File: config.mk
export PLATFORM = sky130hd
export DESIGN_NAME = sorted_date_table
export DESIGN_NICKNAME = d
export VERILOG_FILES = /design/src/sv/sdt_pkg.sv /design/src/sv/sdt_datapath.sv /design/src/sv/sdt_controller.sv /design/src/sv/sorted_date_table.sv
export SDC_FILE = /design/constraint.sdc
export NUM_CORES = 1
export LEC_CHECK = 0
export ABC_AREA = 1
export BUFFER_PORTS_ARGS = -buffer_cell sky130_fd_sc_hd__buf_2
export CORE_UTILIZATION = 32
export DETAILED_ROUTE_END_ITERATION = 16
export PLACE_DENSITY_LB_ADDON = 0.05
export SLEW_MARGIN = 5
export SYNTH_ARGS = -nofsm -noshare
export SYNTH_HDL_FRONTEND = slang
export SYNTH_SLANG_ARGS = --single-unit
File: constraint.sdc
create_clock -name clk -period 7.4 [get_ports clk]
set_clock_uncertainty 0.2 [all_clocks]
set_input_delay 1.48 -clock clk [delete_from_list [all_inputs] [get_ports clk]]
set_output_delay 1.48 -clock clk [all_outputs]
set_load 0.005 [all_outputs]
File: src/sv/sdt_pkg.sv
// ----------------------------------------------------------------------------
// sdt_pkg
// shared types, field widths and codes of the sorted date table
// ----------------------------------------------------------------------------
package sdt_pkg;

  localparam int CAPACITY_DEFAULT = 32;

  localparam int DAY_W    = 5;
  localparam int MONTH_W  = 4;
  localparam int YEAR_W   = 14;
  localparam int DATE_W   = YEAR_W + MONTH_W + DAY_W;
  localparam int OP_W     = 2;
  localparam int STATUS_W = 3;

  typedef logic [DATE_W-1:0] date_t;

  typedef enum logic [OP_W-1:0] {
    OP_INSERT = 2'd0,
    OP_FIND   = 2'd1,
    OP_RANGE  = 2'd2,
    OP_CLEAR  = 2'd3
  } op_t;

  typedef enum logic [STATUS_W-1:0] {
    ST_INSERTED = 3'd0,
    ST_FULL     = 3'd1,
    ST_FOUND    = 3'd2,
    ST_ABSENT   = 3'd3,
    ST_LISTED   = 3'd4,
    ST_NONE     = 3'd5,
    ST_CLEARED  = 3'd6
  } status_t;

  typedef enum logic [2:0] {
    PTR_HOLD,
    PTR_ZERO,
    PTR_TOP,
    PTR_INC,
    PTR_DEC
  } ptr_op_t;

  typedef enum logic [1:0] {
    WR_NONE,
    WR_SHIFT,
    WR_KEY_UP,
    WR_KEY_BOT
  } wr_sel_t;

  typedef enum logic [1:0] {
    CNT_HOLD,
    CNT_CLEAR,
    CNT_INC
  } cnt_op_t;

  typedef enum logic [1:0] {
    EMIT_NONE,
    EMIT_CODE,
    EMIT_PEND_MID,
    EMIT_PEND_LAST
  } emit_t;

  // controller to datapath
  typedef struct packed {
    logic    load_key;
    ptr_op_t ptr_op;
    wr_sel_t wr_sel;
    cnt_op_t cnt_op;
    emit_t   emit;
    status_t code;
    logic    pend_clear;
    logic    pend_load;
  } sdt_cmd_t;

  // datapath to controller
  typedef struct packed {
    logic cnt_zero;
    logic cnt_full;
    logic ptr_zero;
    logic ptr_at_end;
    logic gt;
    logic eq;
    logic in_range;
    logic pend_valid;
    logic out_free;
  } sdt_sts_t;

endpackage

File: src/sv/sdt_datapath.sv
// ----------------------------------------------------------------------------
// sdt_datapath
// date memory, scan pointer, entry count, pending date and result register
// ----------------------------------------------------------------------------
module sdt_datapath #(
  parameter int CAPACITY = sdt_pkg::CAPACITY_DEFAULT
) (
  input  logic                         clk,
  input  logic                         rst,
  input  logic [sdt_pkg::DAY_W-1:0]    day,
  input  logic [sdt_pkg::MONTH_W-1:0]  month,
  input  logic [sdt_pkg::YEAR_W-1:0]   year,
  input  logic [sdt_pkg::DAY_W-1:0]    upper_day,
  input  logic [sdt_pkg::MONTH_W-1:0]  upper_month,
  input  logic [sdt_pkg::YEAR_W-1:0]   upper_year,
  input  logic                         out_ready,
  input  sdt_pkg::sdt_cmd_t            cmd,
  output sdt_pkg::sdt_sts_t            sts,
  output logic                         out_valid,
  output logic [sdt_pkg::STATUS_W-1:0] status,
  output logic [sdt_pkg::DAY_W-1:0]    out_day,
  output logic [sdt_pkg::MONTH_W-1:0]  out_month,
  output logic [sdt_pkg::YEAR_W-1:0]   out_year,
  output logic                         last
);
  import sdt_pkg::*;

  localparam int AW = (CAPACITY > 1) ? $clog2(CAPACITY) : 1;
  localparam int CW = $clog2(CAPACITY + 1);

  date_t         mem [CAPACITY];
  date_t         rdata;
  date_t         key;
  date_t         hi;
  date_t         pend_date;
  logic          pend_valid;
  logic [AW-1:0] ptr;
  logic [AW-1:0] ptr_next;
  logic [CW-1:0] count;
  logic          wr_en;
  logic [AW-1:0] wr_addr;
  date_t         wr_data;
  date_t         out_date;

  // operands of the current transaction
  always_ff @(posedge clk) begin
    if (cmd.load_key) begin
      key <= {year, month, day};
      hi  <= {upper_year, upper_month, upper_day};
    end
  end

  always_comb begin
    case (cmd.ptr_op)
      PTR_ZERO: ptr_next = '0;
      PTR_TOP:  ptr_next = AW'(count - CW'(1));
      PTR_INC:  ptr_next = ptr + AW'(1);
      PTR_DEC:  ptr_next = ptr - AW'(1);
      default:  ptr_next = ptr;
    endcase
  end

  always_ff @(posedge clk) begin
    ptr <= ptr_next;
  end

  always_comb begin
    wr_en   = 1'b1;
    wr_addr = ptr + AW'(1);
    wr_data = key;
    case (cmd.wr_sel)
      WR_SHIFT:   wr_data = rdata;
      WR_KEY_UP:  wr_data = key;
      WR_KEY_BOT: wr_addr = '0;
      default:    wr_en   = 1'b0;
    endcase
  end

  // one write and one registered read a cycle; rdata follows ptr
  always_ff @(posedge clk) begin
    if (wr_en) begin
      mem[wr_addr] <= wr_data;
    end
    rdata <= mem[ptr_next];
  end

  always_ff @(posedge clk) begin
    if (rst) begin
      count <= '0;
    end else begin
      case (cmd.cnt_op)
        CNT_CLEAR: count <= '0;
        CNT_INC:   count <= count + CW'(1);
        default:   count <= count;
      endcase
    end
  end

  always_ff @(posedge clk) begin
    if (rst) begin
      pend_valid <= 1'b0;
    end else if (cmd.pend_clear) begin
      pend_valid <= 1'b0;
    end else if (cmd.pend_load) begin
      pend_valid <= 1'b1;
    end
  end

  always_ff @(posedge clk) begin
    if (cmd.pend_load) begin
      pend_date <= rdata;
    end
  end

  // result register
  always_ff @(posedge clk) begin
    if (rst) begin
      out_valid <= 1'b0;
    end else if (cmd.emit != EMIT_NONE) begin
      out_valid <= 1'b1;
    end else if (out_ready) begin
      out_valid <= 1'b0;
    end
  end

  always_ff @(posedge clk) begin
    case (cmd.emit)
      EMIT_CODE: begin
        status   <= cmd.code;
        out_date <= '0;
        last     <= 1'b1;
      end
      EMIT_PEND_MID: begin
        status   <= ST_LISTED;
        out_date <= pend_date;
        last     <= 1'b0;
      end
      EMIT_PEND_LAST: begin
        status   <= ST_LISTED;
        out_date <= pend_date;
        last     <= 1'b1;
      end
      default: begin
        status   <= status;
        out_date <= out_date;
        last     <= last;
      end
    endcase
  end

  assign out_day   = out_date[DAY_W-1:0];
  assign out_month = out_date[DAY_W +: MONTH_W];
  assign out_year  = out_date[DAY_W+MONTH_W +: YEAR_W];

  always_comb begin
    sts.cnt_zero   = (count == '0);
    sts.cnt_full   = (count == CW'(CAPACITY));
    sts.ptr_zero   = (ptr == '0);
    sts.ptr_at_end = ((CW'(ptr) + CW'(1)) == count);
    sts.gt         = (rdata > key);
    sts.eq         = (rdata == key);
    sts.in_range   = (key < rdata) && (rdata < hi);
    sts.pend_valid = pend_valid;
    sts.out_free   = !out_valid || out_ready;
  end

`ifndef ASSERT_OFF
  a_count_bound: assert property (@(posedge clk) disable iff (rst)
    count <= CW'(CAPACITY))
    else $error("entry count beyond capacity");

  a_emit_free: assert property (@(posedge clk) disable iff (rst)
    (cmd.emit != EMIT_NONE) |-> sts.out_free)
    else $error("result register overwritten while stalled");

  a_pend_emit: assert property (@(posedge clk) disable iff (rst)
    (cmd.emit == EMIT_PEND_MID || cmd.emit == EMIT_PEND_LAST) |-> pend_valid)
    else $error("listed date sent without a pending date");
`endif

endmodule

File: src/sv/sdt_controller.sv
// ----------------------------------------------------------------------------
// sdt_controller
// sequencer for insert, find, range listing and clear
// ----------------------------------------------------------------------------
module sdt_controller (
  input  logic                     clk,
  input  logic                     rst,
  input  logic                     in_valid,
  output logic                     in_ready,
  input  logic [sdt_pkg::OP_W-1:0] op,
  input  sdt_pkg::sdt_sts_t        sts,
  output sdt_pkg::sdt_cmd_t        cmd
);
  import sdt_pkg::*;

  typedef enum logic [5:0] {
    S_IDLE     = 6'b000001,
    S_INS_SCAN = 6'b000010,
    S_INS_BOT  = 6'b000100,
    S_FIND     = 6'b001000,
    S_RNG_SCAN = 6'b010000,
    S_RESP     = 6'b100000
  } state_t;

  state_t  state;
  state_t  state_next;
  status_t resp;
  status_t resp_next;
  logic    rng_end;
  logic    rng_end_next;

  always_ff @(posedge clk) begin
    if (rst) begin
      state   <= S_IDLE;
      rng_end <= 1'b0;
    end else begin
      state   <= state_next;
      rng_end <= rng_end_next;
    end
  end

  always_ff @(posedge clk) begin
    resp <= resp_next;
  end

  assign in_ready = (state == S_IDLE);

  always_comb begin
    state_next     = state;
    resp_next      = resp;
    rng_end_next   = rng_end;
    cmd            = '0;
    cmd.code       = resp;
    unique case (state)
      S_IDLE: begin
        rng_end_next = 1'b0;
        if (in_valid) begin
          cmd.load_key = 1'b1;
          unique case (op_t'(op))
            OP_INSERT: begin
              if (sts.cnt_full) begin
                resp_next  = ST_FULL;
                state_next = S_RESP;
              end else if (sts.cnt_zero) begin
                state_next = S_INS_BOT;
              end else begin
                cmd.ptr_op = PTR_TOP;
                state_next = S_INS_SCAN;
              end
            end
            OP_FIND: begin
              if (sts.cnt_zero) begin
                resp_next  = ST_ABSENT;
                state_next = S_RESP;
              end else begin
                cmd.ptr_op = PTR_ZERO;
                state_next = S_FIND;
              end
            end
            OP_RANGE: begin
              cmd.pend_clear = 1'b1;
              if (sts.cnt_zero) begin
                resp_next  = ST_NONE;
                state_next = S_RESP;
              end else begin
                cmd.ptr_op = PTR_ZERO;
                state_next = S_RNG_SCAN;
              end
            end
            OP_CLEAR: begin
              cmd.cnt_op = CNT_CLEAR;
              resp_next  = ST_CLEARED;
              state_next = S_RESP;
            end
          endcase
        end
      end
      S_INS_SCAN: begin
        if (sts.gt) begin
          cmd.wr_sel = WR_SHIFT;
          if (sts.ptr_zero) begin
            state_next = S_INS_BOT;
          end else begin
            cmd.ptr_op = PTR_DEC;
          end
        end else begin
          cmd.wr_sel = WR_KEY_UP;
          cmd.cnt_op = CNT_INC;
          resp_next  = ST_INSERTED;
          state_next = S_RESP;
        end
      end
      S_INS_BOT: begin
        cmd.wr_sel = WR_KEY_BOT;
        cmd.cnt_op = CNT_INC;
        resp_next  = ST_INSERTED;
        state_next = S_RESP;
      end
      S_FIND: begin
        if (sts.eq) begin
          resp_next  = ST_FOUND;
          state_next = S_RESP;
        end else if (sts.ptr_at_end) begin
          resp_next  = ST_ABSENT;
          state_next = S_RESP;
        end else begin
          cmd.ptr_op = PTR_INC;
        end
      end
      S_RNG_SCAN: begin
        // a match flushes the previous one, so wait if the result is stalled
        if (!(sts.in_range && sts.pend_valid && !sts.out_free)) begin
          if (sts.in_range) begin
            cmd.pend_load = 1'b1;
            if (sts.pend_valid) begin
              cmd.emit = EMIT_PEND_MID;
            end
          end
          if (sts.ptr_at_end) begin
            rng_end_next = 1'b1;
            resp_next    = ST_NONE;
            state_next   = S_RESP;
          end else begin
            cmd.ptr_op = PTR_INC;
          end
        end
      end
      S_RESP: begin
        if (sts.out_free) begin
          if (rng_end && sts.pend_valid) begin
            cmd.emit = EMIT_PEND_LAST;
          end else begin
            cmd.emit = EMIT_CODE;
          end
          state_next = S_IDLE;
        end
      end
    endcase
  end

`ifndef ASSERT_OFF
  a_busy_after_accept: assert property (@(posedge clk) disable iff (rst)
    (in_valid && in_ready) |=> !in_ready)
    else $error("transaction accepted while previous one in progress");

  a_single_final: assert property (@(posedge clk) disable iff (rst)
    (cmd.emit == EMIT_CODE || cmd.emit == EMIT_PEND_LAST) |=> (state == S_IDLE))
    else $error("final result sent without returning to idle");
`endif

endmodule

File: src/sv/sorted_date_table.sv
// ----------------------------------------------------------------------------
// sorted_date_table
// table of calendar dates kept in ascending order with insert, find,
// range listing and clear
// ----------------------------------------------------------------------------
// usage
//   input channel: in_valid/in_ready with op and the date fields; one
//   transaction is taken only while the block is idle
//   output channel: out_valid/out_ready with status, out_day, out_month,
//   out_year and last; last marks the final result of a transaction
//   insert, find and clear give one result; range gives one result per
//   date strictly between the bounds, or one 'none' result
// sequence, from the accepted transaction to its result
//   clear, full insert, find or range on an empty table: sent straight
//   to the result; insert: entries moved up one per cycle from the top
//   until the new date fits; find: entries read from the bottom up to
//   a match or the top; range: every entry read from the bottom, each
//   match held pending until the next so the last can be flagged
//   the next transaction is taken once the final result is loaded
// reset
//   the entry count clears, the output empties, the memory is not cleared
// stalls
//   a held result waits in the output register; the final result and any
//   further range match wait until that register frees
// ----------------------------------------------------------------------------
module sorted_date_table #(
  parameter int CAPACITY = sdt_pkg::CAPACITY_DEFAULT
) (
  input  logic                         clk,
  input  logic                         rst,
  input  logic                         in_valid,
  output logic                         in_ready,
  input  logic [sdt_pkg::OP_W-1:0]     op,
  input  logic [sdt_pkg::DAY_W-1:0]    day,
  input  logic [sdt_pkg::MONTH_W-1:0]  month,
  input  logic [sdt_pkg::YEAR_W-1:0]   year,
  input  logic [sdt_pkg::DAY_W-1:0]    upper_day,
  input  logic [sdt_pkg::MONTH_W-1:0]  upper_month,
  input  logic [sdt_pkg::YEAR_W-1:0]   upper_year,
  output logic                         out_valid,
  input  logic                         out_ready,
  output logic [sdt_pkg::STATUS_W-1:0] status,
  output logic [sdt_pkg::DAY_W-1:0]    out_day,
  output logic [sdt_pkg::MONTH_W-1:0]  out_month,
  output logic [sdt_pkg::YEAR_W-1:0]   out_year,
  output logic                         last
);
  import sdt_pkg::*;

  // command and status between sequencer and datapath
  sdt_cmd_t cmd;
  sdt_sts_t sts;

  // sequencer: decodes the op, steps one entry per cycle unless stalled
  sdt_controller u_ctrl (
    .clk      (clk),
    .rst      (rst),
    .in_valid (in_valid),
    .in_ready (in_ready),
    .op       (op),
    .sts      (sts),
    .cmd      (cmd)
  );

  // datapath: date memory, comparators, count and result register
  sdt_datapath #(
    .CAPACITY (CAPACITY)
  ) u_dp (
    .clk         (clk),
    .rst         (rst),
    .day         (day),
    .month       (month),
    .year        (year),
    .upper_day   (upper_day),
    .upper_month (upper_month),
    .upper_year  (upper_year),
    .out_ready   (out_ready),
    .cmd         (cmd),
    .sts         (sts),
    .out_valid   (out_valid),
    .status      (status),
    .out_day     (out_day),
    .out_month   (out_month),
    .out_year    (out_year),
    .last        (last)
  );

endmodule
# After elaboration in Yosys (flattened, before gate mapping)
# Memory sizes are Yosys's and may differ from the RTL's. A register that Yosys moved wholly into a read port is not among the register bits.
# Cells that the tools add are included.
dict set report totals {
  memories 1
  elab_cells 150
  out_inout_bits 29
  register_bits 119
  in_bits 52
  ramBits 736
}
# memory words word_bits read_ports rd_clocked_by_memory_dff write_ports line_no
set memory_table {}
lappend memory_table {u_dp.mem 32 23 1 1 1 sdt_datapath.sv:31} ;# date_t mem [CAPACITY];
dict set report classes {
  muxes 69
  n_reduce_logical 25
  n_addsub 5
  order_cmp 3
  eq_ne 34
}
# op n
set op_table {}
lappend op_table {{$mux W6} 10}
lappend op_table {{$lt A23 B23 Y1} 2}
lappend op_table {{$pmux W23 S2} 1}
lappend op_table {{$mux W3} 14}
lappend op_table {{$pmux W6 S6} 1}
lappend op_table {{$pmux W3 S4} 2}
lappend op_table {{$pmux W6 S4} 1}
lappend op_table {{$eq A23 B23 Y1} 1}
lappend op_table {{$gt A23 B23 Y1} 1}
lappend op_table {{$mux W23} 1}
lappend op_table {{$mux W2} 11}
lappend op_table {{$pmux W5 S4} 1}
lappend op_table {{$mux W1} 16}
lappend op_table {{$ne A3 B3 Y1 const B} 5}
lappend op_table {{$pmux W3 S5} 1}
lappend op_table {{$eq A2 B2 Y1 const B} 7}
lappend op_table {{$eq A6 B6 Y1 const B} 2}
lappend op_table {{$pmux W3 S2} 2}
lappend op_table {{$pmux W6 S2} 1}
lappend op_table {{$reduce_bool A2 Y1} 6}
lappend op_table {{$sub A5 B1 Y5 const B} 2}
lappend op_table {{$reduce_and A9 Y1} 1}
lappend op_table {{$eq A2 B1 Y1 const B} 4}
lappend op_table {{$ne A2 B2 Y1 const B} 4}
lappend op_table {{29 further kinds} 39}

# Depth between registers and ports, before layout
# Gate-level depths: netlist of run 1.
dict set report logic_depth {
  ltp_word 9
  ltp_mapped 28
  ltp_nobuf 26
}

# Cells and area by module
# From an unflattened synthesis of run 1, not the netlist that was laid out.
dict set report unflattened {
  hier_cells 3678
  hier_area_um2 39506.6
}
# mod seq_area_each_um2 n_inst area_each_um2 cells_per_inst
set by_module_without_submodules {}
lappend by_module_without_submodules {sdt_datapath 25704.7 1 38579.5 3540}
lappend by_module_without_submodules {sdt_controller 230.2 1 927.1 138}

# Least setup slack after synthesis of run 1
# OpenSTA, ideal clock, no wires.
dict set report synth_timing {
  path_kind {input port to flip-flop}
  from {input in_valid}
  to {register u_dp.rdata[21] (read register of u_dp.mem)}
  arrival_ns 5.581
  required_ns 7.087
  setup_ns 0.113
  slack_ns 1.506
  path_stages 15
  n_path_buf 2
  path_cell_list {inv_1 -> nor2_1 -> nand3_1 -> nand4_4 -> inv_2 -> nand2_4 -> buf_2 -> buf_1 -> nand3_1 -> nand3_1 -> nand3_1 -> nand3_1 -> nand2_1 -> nand2_1 -> nand2_1}
}
dict set report synth_between {
  elab_chain_len 4
  elab_cells_between_ends 7
  cone_classes {4 x eq/ne; 3 x mux}
}
# element line_no
set synth_lines {}
lappend synth_lines {{start: declaration} sorted_date_table.sv:31} ;# input logic in_valid,
lappend synth_lines {{$mux W4 *} sdt_controller.sv:57} ;# if (in_valid) begin
lappend synth_lines {{$pmux W3 S4 *} sdt_controller.sv:54} ;# unique case (state)
lappend synth_lines {{$eq A3 B3 Y1 (tied with other cells)} sdt_datapath.sv:54} ;# case (cmd.ptr_op)
lappend synth_lines {{$pmux W5 S4 *} sdt_datapath.sv:54}
lappend synth_lines {{end: declaration} sdt_datapath.sv:32} ;# date_t rdata;
# Every way passes the cells marked *; elsewhere a longest branch is shown, timed or not.
# A chain may end at the register's enable or synchronous reset.

# Worst setup path after layout of run 1
dict set report layout_timing {
  from {register u_dp.ptr[0]}
  to {register u_dp.rdata[0] (read register of u_dp.mem)}
}
dict set report layout_between {
  elab_chain_len 7
  elab_cells_between_ends 16
  cone_classes {3 x add/sub; 5 x eq/ne; 7 x mux; 1 x reduce/logical}
}
# element line_no
set layout_lines {}
lappend layout_lines {{start: declaration} sdt_datapath.sv:37} ;# logic [AW-1:0] ptr;
lappend layout_lines {{start signal: assignment} sdt_datapath.sv:64} ;# ptr <= ptr_next;
lappend layout_lines {{$add A5 B1 Y6} sdt_datapath.sv:159} ;# sts.ptr_at_end = ((CW'(ptr) + CW'(1)) == count);
lappend layout_lines {{$eq A6 B6 Y1} sdt_datapath.sv:159}
lappend layout_lines {{$mux W2} {sdt_controller.sv:123, sdt_controller.sv:139}}
lappend layout_lines {{$mux W2 / $mux W3 (equally long branches)} {sdt_controller.sv:132, sdt_controller.sv:120}}
lappend layout_lines {{$pmux W3 S4} sdt_controller.sv:54}
lappend layout_lines {{$eq A3 B3 Y1 (tied with other cells)} sdt_datapath.sv:54}
lappend layout_lines {{$pmux W5 S4 *} sdt_datapath.sv:54}
# Marked as above.

==> results of run 1 <==
==> flip-flops by register name (all words and copies together), names as in the netlist <==
signal and flops:
u_dp.status 3, u_dp.pend_valid 1, u_dp.mem 736, u_ctrl.resp 3
u_ctrl.rng_end 1, u_dp.count 6, u_ctrl.state 6, u_dp.key 23
u_dp.ptr 5, u_dp.rdata 23, u_dp.out_date 23, u_dp.hi 23
u_dp.last 1, u_dp.pend_date 23, u_dp.out_valid 1
==> power breakdown <==
| group | switching, mW | internal [mW] | leakage (nW) |
|---|---|---|---|
| combinational | 3.62 | 1.41 | 8.63 |
| sequential | 0.223 | 5.67 | 7.89 |
| clock | 2.12 | 2.86 | 1.62 |
==> cells in the mapped netlist, drive strengths merged (2+ instances only) <==
cell type | instances | area [µm²]
buf | 174 | 940
o21a | 2 | 15.0
a21oi | 27 | 150
nand3 | 807 | 4050
edfxtp | 835 | 25100
xor2 | 4 | 35.0
a211oi | 2 | 15.0
ha | 56 | 701
dfxtp | 43 | 861
clkbuf | 29 | 109
nor2 | 116 | 465
o21ai | 43 | 223
nand4 | 13 | 96.3
nand3b | 230 | 1730
a31oi | 2 | 18.8
inv | 651 | 2440
nor4 | 2 | 27.5
nand2 | 627 | 2380
a21o | 2 | 15.0
nor3 | 5 | 30.0
==> logic make-up after synthesis <==
logic type	Yosys count	share of synthesized area (%)
AOI/OAI and AO/OA	86	1.27
xor gates and xnor gates	5	0.111
adders and majority gates	56	1.78
buffers and inverters	854	8.85
DFF	878	65.7
and+or+nand+nor	1801	22.3
==> area by class of cell <==
class	instances	share of cell area, %
flip-flops and latches	878	57.3
multi-input cells	1948	23.2
clock buffers	150	6.49
inverters	651	5.41
well taps	1625	4.49
repair buffers	150	2.32
clock inverters	44	0.772
diodes	2	0.0111
==> worst reg2reg max path, delay by kind of cell, from the launching register on <==
kind | cells | cell delay (ns)
AOI/OAI and AO/OA | 1 | 0.21
xor gates and xnor gates | 1 | 0.50
adders and majority gates | 1 | 0.26
buffers and inverters | 3 | 0.76
DFF | 1 | 0.51
and+or+nand+nor | 15 | 3.13
==> metrics by stage <==
step / setup slack [ns] / power, mW / hold slack [ns] / std cells
2_1_floorplan: 1.51 / 9.18 / 0.208 / 3680
3_3_place_gp: 1.49 / 11.1 / 0.236 / 5252
3_5_place_dp: 1.48 / 11.1 / 0.221 / 5252
4_1_cts: 1.59 / 16.1 / 0.235 / 5446
5_1_grt: 1.27 / 16.8 / 0.246 / 5446
6_report: 1.63 / 15.9 / 0.232 / 5448
==> layer usage <==
layer | part of all wire (%) | vias to the layer above | global-route usage (%) | wire [µm]
li1 | - | 12500 | - | -
met5 | 0 | - | 0 | 0
met1 | 48 | 12700 | 27.5 | 57700
met4 | 1.8 | 0 | 4.92 | 2130
met3 | 4.2 | 127 | 2.51 | 5130
met2 | 46 | 531 | 30.9 | 55900
==> how the worst max path moves through the flow <==
| stage | to | slack (ns) | from |
|---|---|---|---|
| 3_5_place_dp | u_dp.rdata[0] | 1.48 | out_ready |
| 2_1_floorplan | u_dp.rdata[21] | 1.51 | in_valid |
| 5_1_grt | u_dp.rdata[0] | 1.27 | u_dp.rdata[11] |
| 6_report | u_dp.rdata[0] | 1.63 | u_dp.ptr[0] |
| 3_3_place_gp | u_dp.rdata[0] | 1.49 | out_ready |
| 4_1_cts | u_dp.rdata[0] | 1.59 | u_dp.rdata[20] |
==> results.md, run 1 <==
* Critical setup path kind: reg2reg
* CTS Buf Count at 103
* Total iterations of the first detailed-routing run at 5
* Worst Path Arrival at 6.08 ns
* DR WL/cell at 22.2 µm
* Final Cycle Share at 78.0%
* Post-synthesis sequential area ratio at 65.7%
* Pwr/cell area at 351 nW/µm²
* # rows at 128
* DRC at 0
* RSZ-0062 raised after global routing: no
* Asr flop ratio synth at 0%
* Fill cells at 12100
* Core area at 122000 µm²
* Final slew viol count at 0
* Maxcap violations at 0
* DRT iter0 DRCs at 1982
* Drt total wl at 121 mm
* Critical Path End Type: flip-flop
* Slowest stage cell on the critical path: nand2_8
* Actual slew at the worst max-slew pin at 1.21 ns
* CTS max path bufs at 3
* Port bufs at 80
* Critical path's top delay family: simple AND/OR/NAND/NOR gates
* Reg area at 25900 µm²
* Mapped Cells at 3680
* Worst rel slew slack at 19.1%
* Cell Chain, Critical Path: ha_1 > nand3_2 > xor2_1 > inv_2 > nand2_1 > nand3_1 > nor2_2 > nor2_2 > a21oi_4 > nand4_4 > inv_2 > nand2_8 > nand2_8 > buf_12 > nand2_1 > nand3_1 > nand3_1 > nand3_1 > nand2_1 > nand2_1 > nand2_1
* Mapped Area at 39500 µm²
* Worst R2R End: u_dp.rdata[0]
* Layout cells sized above 1 at 10.1%
* Critical Path RT at 7.70 ns
* Hold Path Cell Cnt at 0
* Root Buffer: clkbuf_16
* Starting Density at 32.3%
* Total global routing overflow at 0
* Max rail drop VDD at 0.317 mV
* Final ANT Viol Nets at 0
* Outcome: completed
* CTS-repair resized insts at 0
* DP Area at 41900 µm²
* Post-layout util at 37.1%
* Final instance area at 45200 µm²
* Initial antenna violation count at 1
* Net Count, Synth at 3788
* Io pins at 81
* DIE AREA at 125000 µm²
* CP max FO at 125
* H-Tree Depth at 3
* First-pass GRT wire length at 178 mm
* GR Util All Layers at 19.3%
* Slowest stage delay, CP at 0.93 ns
* Commonest register cell after synthesis: edfxtp_1
* Clk sinks at 878
* HP Start: u_dp.rdata[0]
* Reg2Reg Depth at 21
* Via Count at 25900
* Crit path time final at 5.77 ns
* Yosys cell types at 47
* DP Wirelength at 65.4 mm
* Top cell by count, worst path: nand2_1
* CP Depth at 21
* Worst Hold End: u_dp.pend_date[0]
* Worst hold path type: reg2reg
* Vias per Instance at 4.76
* Achievable frequency at 173 MHz
* Post-CTS setup repair buffer count at 0
* Post-synth EDFFs at 835
* Gpl congestion at 0.769
* Worst Path Buf+Inv at 3
* Area of the multi-input gates at 10500 µm²
* Pin count of the biggest net entering global routing at 160
* Commonest non-fill, non-tap cell in the layout: edfxtp_1
* Final Hold Fails at 0
* Leak at 18.1 nW
* CTS Hold Bufs at 0
* Critical Path Source Type: flip-flop
* Vias in the first global route at 25100
* Die height at 353 µm
* Seq cells post-synth at 878
* Slack of the worst reg-to-reg path at 1.63 ns
* CTS clk-pin slew, worst paths at 0.06 ns
* Chip width at 353 µm
* Avg Cell Area, Syn at 10.7 µm²
* Setup TNS Final at 0 ns
* P&R area growth vs syn at 14.7%
* Clk Latency, worst-skew pair at 0.72 ns
* Synth warnings at 0
* TritonCTS clock tree: done
* Final setup viols at 0
* Layout Nets at 3840
* Most frequent cells in the layout: edfxtp_1 (835), nand3_1 (805), inv_1 (645)
* RR Startpoint: u_dp.ptr[0]
Note: power is estimated with default switching activity, not from simulation.
==> inputs of run 2 (changes only) <==
- ABC_AREA: 1 -> 0
- clock period: 7.4 -> 4.76 ns (I/O delays scaled with it)
==> results.md, run 2 <==
* Outcome: finished with violations
* Violations in the final reports: negative setup slack
* Worst hold path type: in2reg
* CP max FO at 31 (-75%)
* Post-synthesis sequential area ratio at 71.9% (+6.2 points)
* GR Util All Layers at 20.0% (+0.75 points)
* Final ANT Viol Nets at 0 (unchanged)
* Critical Path End Type: flip-flop
* Max rail drop VDD at 0.299 mV (-5.7%)
* Mapped Cells at 2665 (-28%)
* Final Cycle Share at 103% (+25 points)
* Commonest cells in the netlist: edfxtp_1 (835), nand2_1 (559), a21oi_1 (261), nor3_1 (104), o21ai_0 (83)
* Pin count of the biggest net entering global routing at 47 (-71%)
* Sw frac at 33.6% (-4.0 points)
* Chip width at 338 µm (-4.4%)
* DIE AREA at 114000 µm² (-8.5%)
* Most frequent cell after synthesis: edfxtp_1
* Starting Density at 32.5% (+0.12 points)
* Final Hold Fails at 0 (unchanged)
* Final setup margin at -0.142 ns (-1.77 ns)
* Via Count at 23200 (-10%)
* Commonest register cell after synthesis: edfxtp_1
* P_sw at 8.57 mW (+44%)
* Critical Path Source Type: flip-flop
* Final slew viol count at 0 (unchanged)
* Antenna diodes at 0 (-2)
* Layout cells sized above 1 at 25.8% (+16 points)
* Final setup viols at 18 (+18)
* CTS Hold Bufs at 0 (unchanged)
* Final instance area at 45200 µm² (-0.18%)
* Critical setup path kind: reg2reg
* Critical Path RT at 5.09 ns (-2.61 ns)
* TritonCTS clock tree: done
* Top cells by area, synth: edfxtp_1 (70%), nand2_1 (5.8%), a21oi_1 (3.6%), dfxtp_1 (2.4%), ha_1 (1.9%)
* Total global routing overflow at 0 (unchanged)
* Leak at 15.9 nW (-12%)
* Setup TNS Final at -1.02 ns (-1.02 ns)
* Crit path time final at 4.90 ns (-0.872 ns)
* Vias per Instance at 5.04 (+6.0%)
* Placed cells at 4378 (-17%)
* Sequential share of power at 35.3% (-1.7 points)
* CTS Buf Count at 100 (-2.9%)
* Final std cells w/o fill at 4608 (-15%)
* Total iterations of the first detailed-routing run at 5 (unchanged)
* Avg Cell Area, Syn at 13.5 µm² (+26%)
* Post-synth top area cell: edfxtp_1
* Synth warnings at 0 (unchanged)
* Initial antenna violation count at 4 (+3)
* Seq cells post-synth at 878 (unchanged)
* Maxcap violations at 0 (unchanged)
* CTS clk-pin slew, worst paths at 0.06 ns (about the same)
* DP Area at 40400 µm² (-3.8%)
* DR WL/cell at 24.7 µm (+11%)
* Synth top area share at 69.5% (+6.0 points)
* Worst Path Arrival at 5.23 ns (-0.85 ns)
* H-Tree Depth at 3 (unchanged)
* RSZ-0062 raised after global routing: yes
* Layout Nets at 3144 (-18%)
* CTS max path bufs at 3 (unchanged)
* Internal at 16.9 mW (+71%)
* Io pins at 81 (unchanged)
* Asr flop ratio synth at 0% (unchanged)
* # rows at 122 (-4.7%)
* DRT iter0 DRCs at 1971 (-0.55%)
* Most frequent cells in the layout: edfxtp_1 (835), nand2_1 (551), buf_4 (258)
* First-pass GRT wire length at 165 mm (-7.0%)
* Clk Latency, worst-skew pair at 0.67 ns (-0.05 ns)
* Yosys cell types at 75 (+60%)
* Vias in the first global route at 23500 (-6.3%)
* Drt total wl at 114 mm (-5.8%)
* Slack of the worst reg-to-reg path at -0.14 ns (-1.77 ns)
* Worst rel slew slack at 42.5% (+23 points)
* Clk sinks at 878 (unchanged)
* Clock power share at 29.3% (-2.0 points)
* Max reg flops at 736 (unchanged)
* Post-synth EDFFs at 835 (unchanged)
* Root Buffer: clkbuf_16
* Net Count, Synth at 2773 (-27%)
* DRC at 0 (unchanged)
* Combinational share of power at 35.4% (+3.8 points)
* Port bufs at 80 (unchanged)
* Gpl congestion at 0.806 (+4.8%)
* Mapped Area at 36100 µm² (-8.6%)
* Core area at 111000 µm² (-8.9%)
* Commonest non-fill, non-tap cell in the layout: edfxtp_1
* Achievable frequency at 204 MHz (+18%)
* Die height at 338 µm (-4.4%)
* Reg with most FFs: u_dp.mem
* Pwr/cell area at 565 nW/µm² (+61%)
* Actual slew at the worst max-slew pin at 0.863 ns (-0.345 ns)
* P&R area growth vs syn at 25.2%
* DP Wirelength at 69.6 mm (+6.3%)
[run 2: cell types whose count changed in the layout (fill, tap and decap cells not counted), sizes merged, moves of 68 or more]
cell    change
buf       +265
a21oi     +236
nand3b    -226
nand2      -68
inv       -589
nand3     -780
nor3       +99
[run 2: repair_timing]
item                                    4_1_cts  5_1_grt
pin swaps                                    36       37
endpoints found under the setup margin       24       23
buffers inserted                             30       13
gates resized for setup                     169      101
gates cloned                                  5        0
endpoints found under the hold margin         0        0
[run 2: power by group through the flow]
stage | combinational [mW] | sequential (mW) | clock, mW
6_report | 9.03 | 9.01 | 7.48
5_1_grt | 9.79 | 9.04 | 7.94
4_1_cts | 8.71 | 9.02 | 7.67
3_5_place_dp | 7.79 | 9.16 | 0
3_3_place_gp | 7.76 | 9.16 | 0
2_1_floorplan | 4.10 | 9.04 | 0
[run 2: metal layers]
layer  track usage [%]  vias up  part of all wire [%]
met5                 0        -                 0.018
met4              5.09        4                   2.0
met3              3.24      139                   4.5
met2              33.0      519                    48
met1              27.4    11900                    46
li1                  -    10700                     -
[run 2: kinds of logic after synthesis]
group	Yosys count	share of synthesized area, %
buffers and inverters	211	2.60
DFF	878	71.9
muxes	108	3.81
AOI/OAI and AO/OA	488	8.14
xor gates and xnor gates	20	0.527
and+or+nand+nor	903	11.0
adders and majority gates	57	1.97
[run 2: metrics by stage]
| stage | hold WS, ns | worst slack [ns] | total power, mW | utilization, % |
|---|---|---|---|---|
| 2_1_floorplan | 0.231 | 0.348 | 13.1 | - |
| 3_3_place_gp | 0.248 | -1.58 | 16.9 | 36.3 |
| 3_5_place_dp | 0.248 | -1.56 | 16.9 | 36.3 |
| 4_1_cts | 0.212 | -0.120 | 25.4 | 40.1 |
| 5_1_grt | 0.224 | -0.328 | 26.8 | 40.6 |
| 6_report | 0.256 | -0.142 | 25.5 | 40.6 |
[run 2: cell type report]
type | count | area [µm²]
fill | 10500 | 66000
clock inverter | 49 | 438
inverter | 61 | 260
multi-input combinational | 1576 | 10200
sequential | 878 | 25900
tap | 1488 | 1860
timing repair inverter | 2 | 28.8
clock buffer | 137 | 2700
timing repair buffer | 417 | 3680
[run 2: path summary, 6_finish.rpt]
kind | from | to | cells past startpoint
worst min-delay path | upper_year[12] | u_dp.hi[21] | 1
worst max register to register | u_dp.key[20] | u_dp.rdata[21] | 19
worst max-delay path | u_dp.key[20] | u_dp.rdata[21] | 19
worst min register to register | u_ctrl.rng_end | u_ctrl.rng_end | 2
[run 2: worst max-delay path, cell delays in order (launching register included)]
cell      delay [ns]
edfxtp_1        0.42
inv_2           0.07
ha_4            0.26
nand4_1         0.17
nor4_4          0.29
buf_4           0.18
o21ai_4         0.07
a31oi_4         0.20
nand2_4         0.14
nor2_4          0.12
a21oi_2         0.04
ha_2            0.32
o221a_1         0.19
and2_4          0.26
buf_12          0.21
buf_16          0.22
nor3_1          0.07
o311a_1         0.30
or4_4           0.53
nor4_4          0.46
==> inputs of run 3 (changes only) <==
- CORE_ASPECT_RATIO: default -> 1.4
- CORE_UTILIZATION: 32 -> 56
==> results.md, run 3 (synthesis gave the netlist of run 2 again) <==
* Pre-CTS setup slack at -0.715 ns (+0.847 ns)
* Final setup viols at 8 (-10)
* Critical Path End Type: flip-flop
* P&R area growth vs syn at 18.6%
* CTS clk-pin slew, worst paths at 0.06 ns (about the same)
* Chip width at 216 µm (-36%)
* Tot Pwr at 23.5 mW (-7.9%)
* Worst Path Buf+Inv at 6 (+2)
* Fill cells at 4498 (-57%)
* Leak at 15.2 nW (-4.4%)
* Cell Chain, Critical Path: inv_1 > ha_1 > buf_4 > and4_1 > a221oi_4 > a31oi_4 > nand2_4 > nor2_2 > a21oi_2 > ha_2 > inv_2 > or3_1 > xor2_1 > nor2_2 > a211oi_4 > buf_6 > nor2_4 > nand2_4 > buf_12 > buf_8 > nor3_1 > or4_4 > nor3_2
* Layout Nets at 3054 (-2.9%)
* Worst Path Arrival at 5.16 ns (-0.07 ns)
* Post-layout util at 67.4% (+27 points)
* Worst rel slew slack at 13.6% (-29 points)
* DP Area at 39100 µm² (-3.2%)
* Vias in the first global route at 23000 (-2.1%)
* Starting Density at 56.9% (+24 points)
* Critical Path Source Type: flip-flop
* Final instance area at 42800 µm² (-5.3%)
* DP Wirelength at 59.2 mm (-15%)
* Sequential share of power at 38.2% (+2.9 points)
* H-Tree Depth at 3 (unchanged)
* Maxcap violations at 0 (unchanged)
* Via Count at 23300 (+0.24%)
* Sw frac at 32.3% (-1.3 points)
* P_sw at 7.58 mW (-12%)
* Layout cells sized above 1 at 22.3% (-3.5 points)
* Total global routing overflow at 0 (unchanged)
* CP Depth at 23 (+4)
* Final ANT Viol Nets at 0 (unchanged)
* Port bufs at 80 (unchanged)
* Max rail drop VDD at 0.418 mV (+40%)
* DR WL/cell at 24.5 µm (-0.88%)
* Max reg flops at 736 (unchanged)
* Pwr/cell area at 550 nW/µm² (-2.7%)
* DIE AREA at 65400 µm² (-43%)
* Achievable frequency at 208 MHz (+2.0%)
* Root Buffer: clkbuf_16
* Critical path's top delay family: simple AND/OR/NAND/NOR gates
* Actual slew at the worst max-slew pin at 1.29 ns (+0.426 ns)
* Initial antenna violation count at 2 (-2)
* Critical setup path kind: reg2reg
* CTS max path bufs at 3 (unchanged)
* Worst hold path type: reg2reg
* Slowest stage delay, CP at 0.57 ns (+0.04 ns)
* Crit path time final at 4.81 ns (-0.0972 ns)
* TritonCTS clock tree: done
* Antenna diodes at 0 (unchanged)
* Pin count of the biggest net entering global routing at 49 (+4.3%)
* DRC at 0 (unchanged)
* Final Hold Fails at 0 (unchanged)
* # rows at 109 (-11%)
* Core area at 63400 µm² (-43%)
* Placed cells at 3667 (-16%)
* Final std cells w/o fill at 3847 (-17%)
* CTS Buf Count at 82 (-18%)
* Slowest stage cell on the critical path: or4_4
* CP max FO at 7 (-77%)
* Most frequent cells in the layout: edfxtp_1 (835), nand2_1 (552), a21oi_1 (256)
* Drt total wl at 94.2 mm (-17%)
* Final slew viol count at 0 (unchanged)
* Clock power share at 28.7% (-0.6 points)
* Combinational share of power at 33.1% (-2.3 points)
* Reg2Reg Depth at 23 (+4)
* Violations in the final reports: negative setup slack
* Vias per Instance at 6.05 (+20%)
* Final Cycle Share at 101% (-2.0 points)
* GR Util All Layers at 28.6% (+8.6 points)
* RSZ-0062 raised after global routing: yes
* Critical Path RT at 5.11 ns (+0.02 ns)
* Die height at 302 µm (-10%)
* Outcome: finished with violations
* Clk Latency, worst-skew pair at 0.63 ns (-0.04 ns)
* Gpl congestion at 0.905 (+12%)
* Final setup margin at -0.0452 ns (+0.0972 ns)
* Reg with most FFs: u_dp.mem
* Clk sinks at 878 (unchanged)
* Commonest non-fill, non-tap cell in the layout: edfxtp_1
* Hold Path Cell Cnt at 2 (+1)
* Io pins at 81 (unchanged)
* DRT iter0 DRCs at 2329 (+18%)
* Internal at 15.9 mW (-6.0%)
* First-pass GRT wire length at 140 mm (-15%)
* Total iterations of the first detailed-routing run at 5 (unchanged)
-- run 3: repair_timing --
item	CTS	global route
resized for setup	42	109
pin swaps	11	24
endpoints found under the setup margin	23	23
setup buffers	11	17
hold buffers	0	0
cloned	1	3
-- run 3: path summary, 6_finish.rpt --
path	startpoint	end	slack (ns)
worst max-delay path	u_dp.key[21]	u_dp.rdata[3]	-0.05
worst min-delay path	u_ctrl.rng_end	u_ctrl.rng_end	0.28
worst max register to register	u_dp.key[21]	u_dp.rdata[3]	-0.05
worst min register to register	u_ctrl.rng_end	u_ctrl.rng_end	0.28
-- run 3: cell type report --
| cell class | count | area, µm² | area share [%] |
|---|---|---|---|
| clock buffer | 110 | 2280 | 5.34 |
| tap | 832 | 1040 | 2.43 |
| inverter | 61 | 260 | 0.609 |
| multi-input combinational | 1576 | 9850 | 23.0 |
| sequential | 878 | 25900 | 60.7 |
| clock inverter | 43 | 482 | 1.13 |
| timing repair buffer | 346 | 2900 | 6.79 |
| timing repair inverter | 1 | 8.76 | 0.0205 |
-- run 3: per-stage QoR --
stage / setup TNS [ns] / hold WS [ns]
2_1_floorplan: 0 / 0.231
3_3_place_gp: -11.56 / 0.242
3_5_place_dp: -11.05 / 0.276
4_1_cts: -0.0301 / 0.271
5_1_grt: -3.63 / 0.278
6_report: -0.135 / 0.283
-- run 3: per-layer routing --
metal	vias to the layer above	GRT usage, %	wire (µm)
met4	2	10.3	3070
met5	-	0	12
li1	10500	-	-
met3	182	3.53	5880
met2	921	49.4	47700
met1	11700	37.4	37500
-- run 3: power by group through the flow --
stage / logic, mW / registers, mW / clock network (mW)
finish: 7.79 / 8.98 / 6.74
global route: 8.42 / 8.99 / 7.10
CTS: 7.29 / 8.97 / 6.82
detailed placement: 6.99 / 9.13 / 0
global placement: 6.84 / 9.13 / 0
floorplan: 4.10 / 9.04 / 0
-- run 3: tightest hold or removal path: cells and delay by family (launching register included) --
kind             cells  cell delay [ns]
AND/OR/NAND/NOR      1             0.07
flip-flops           1             0.32
AO/OA/AOI/OAI        1             0.05
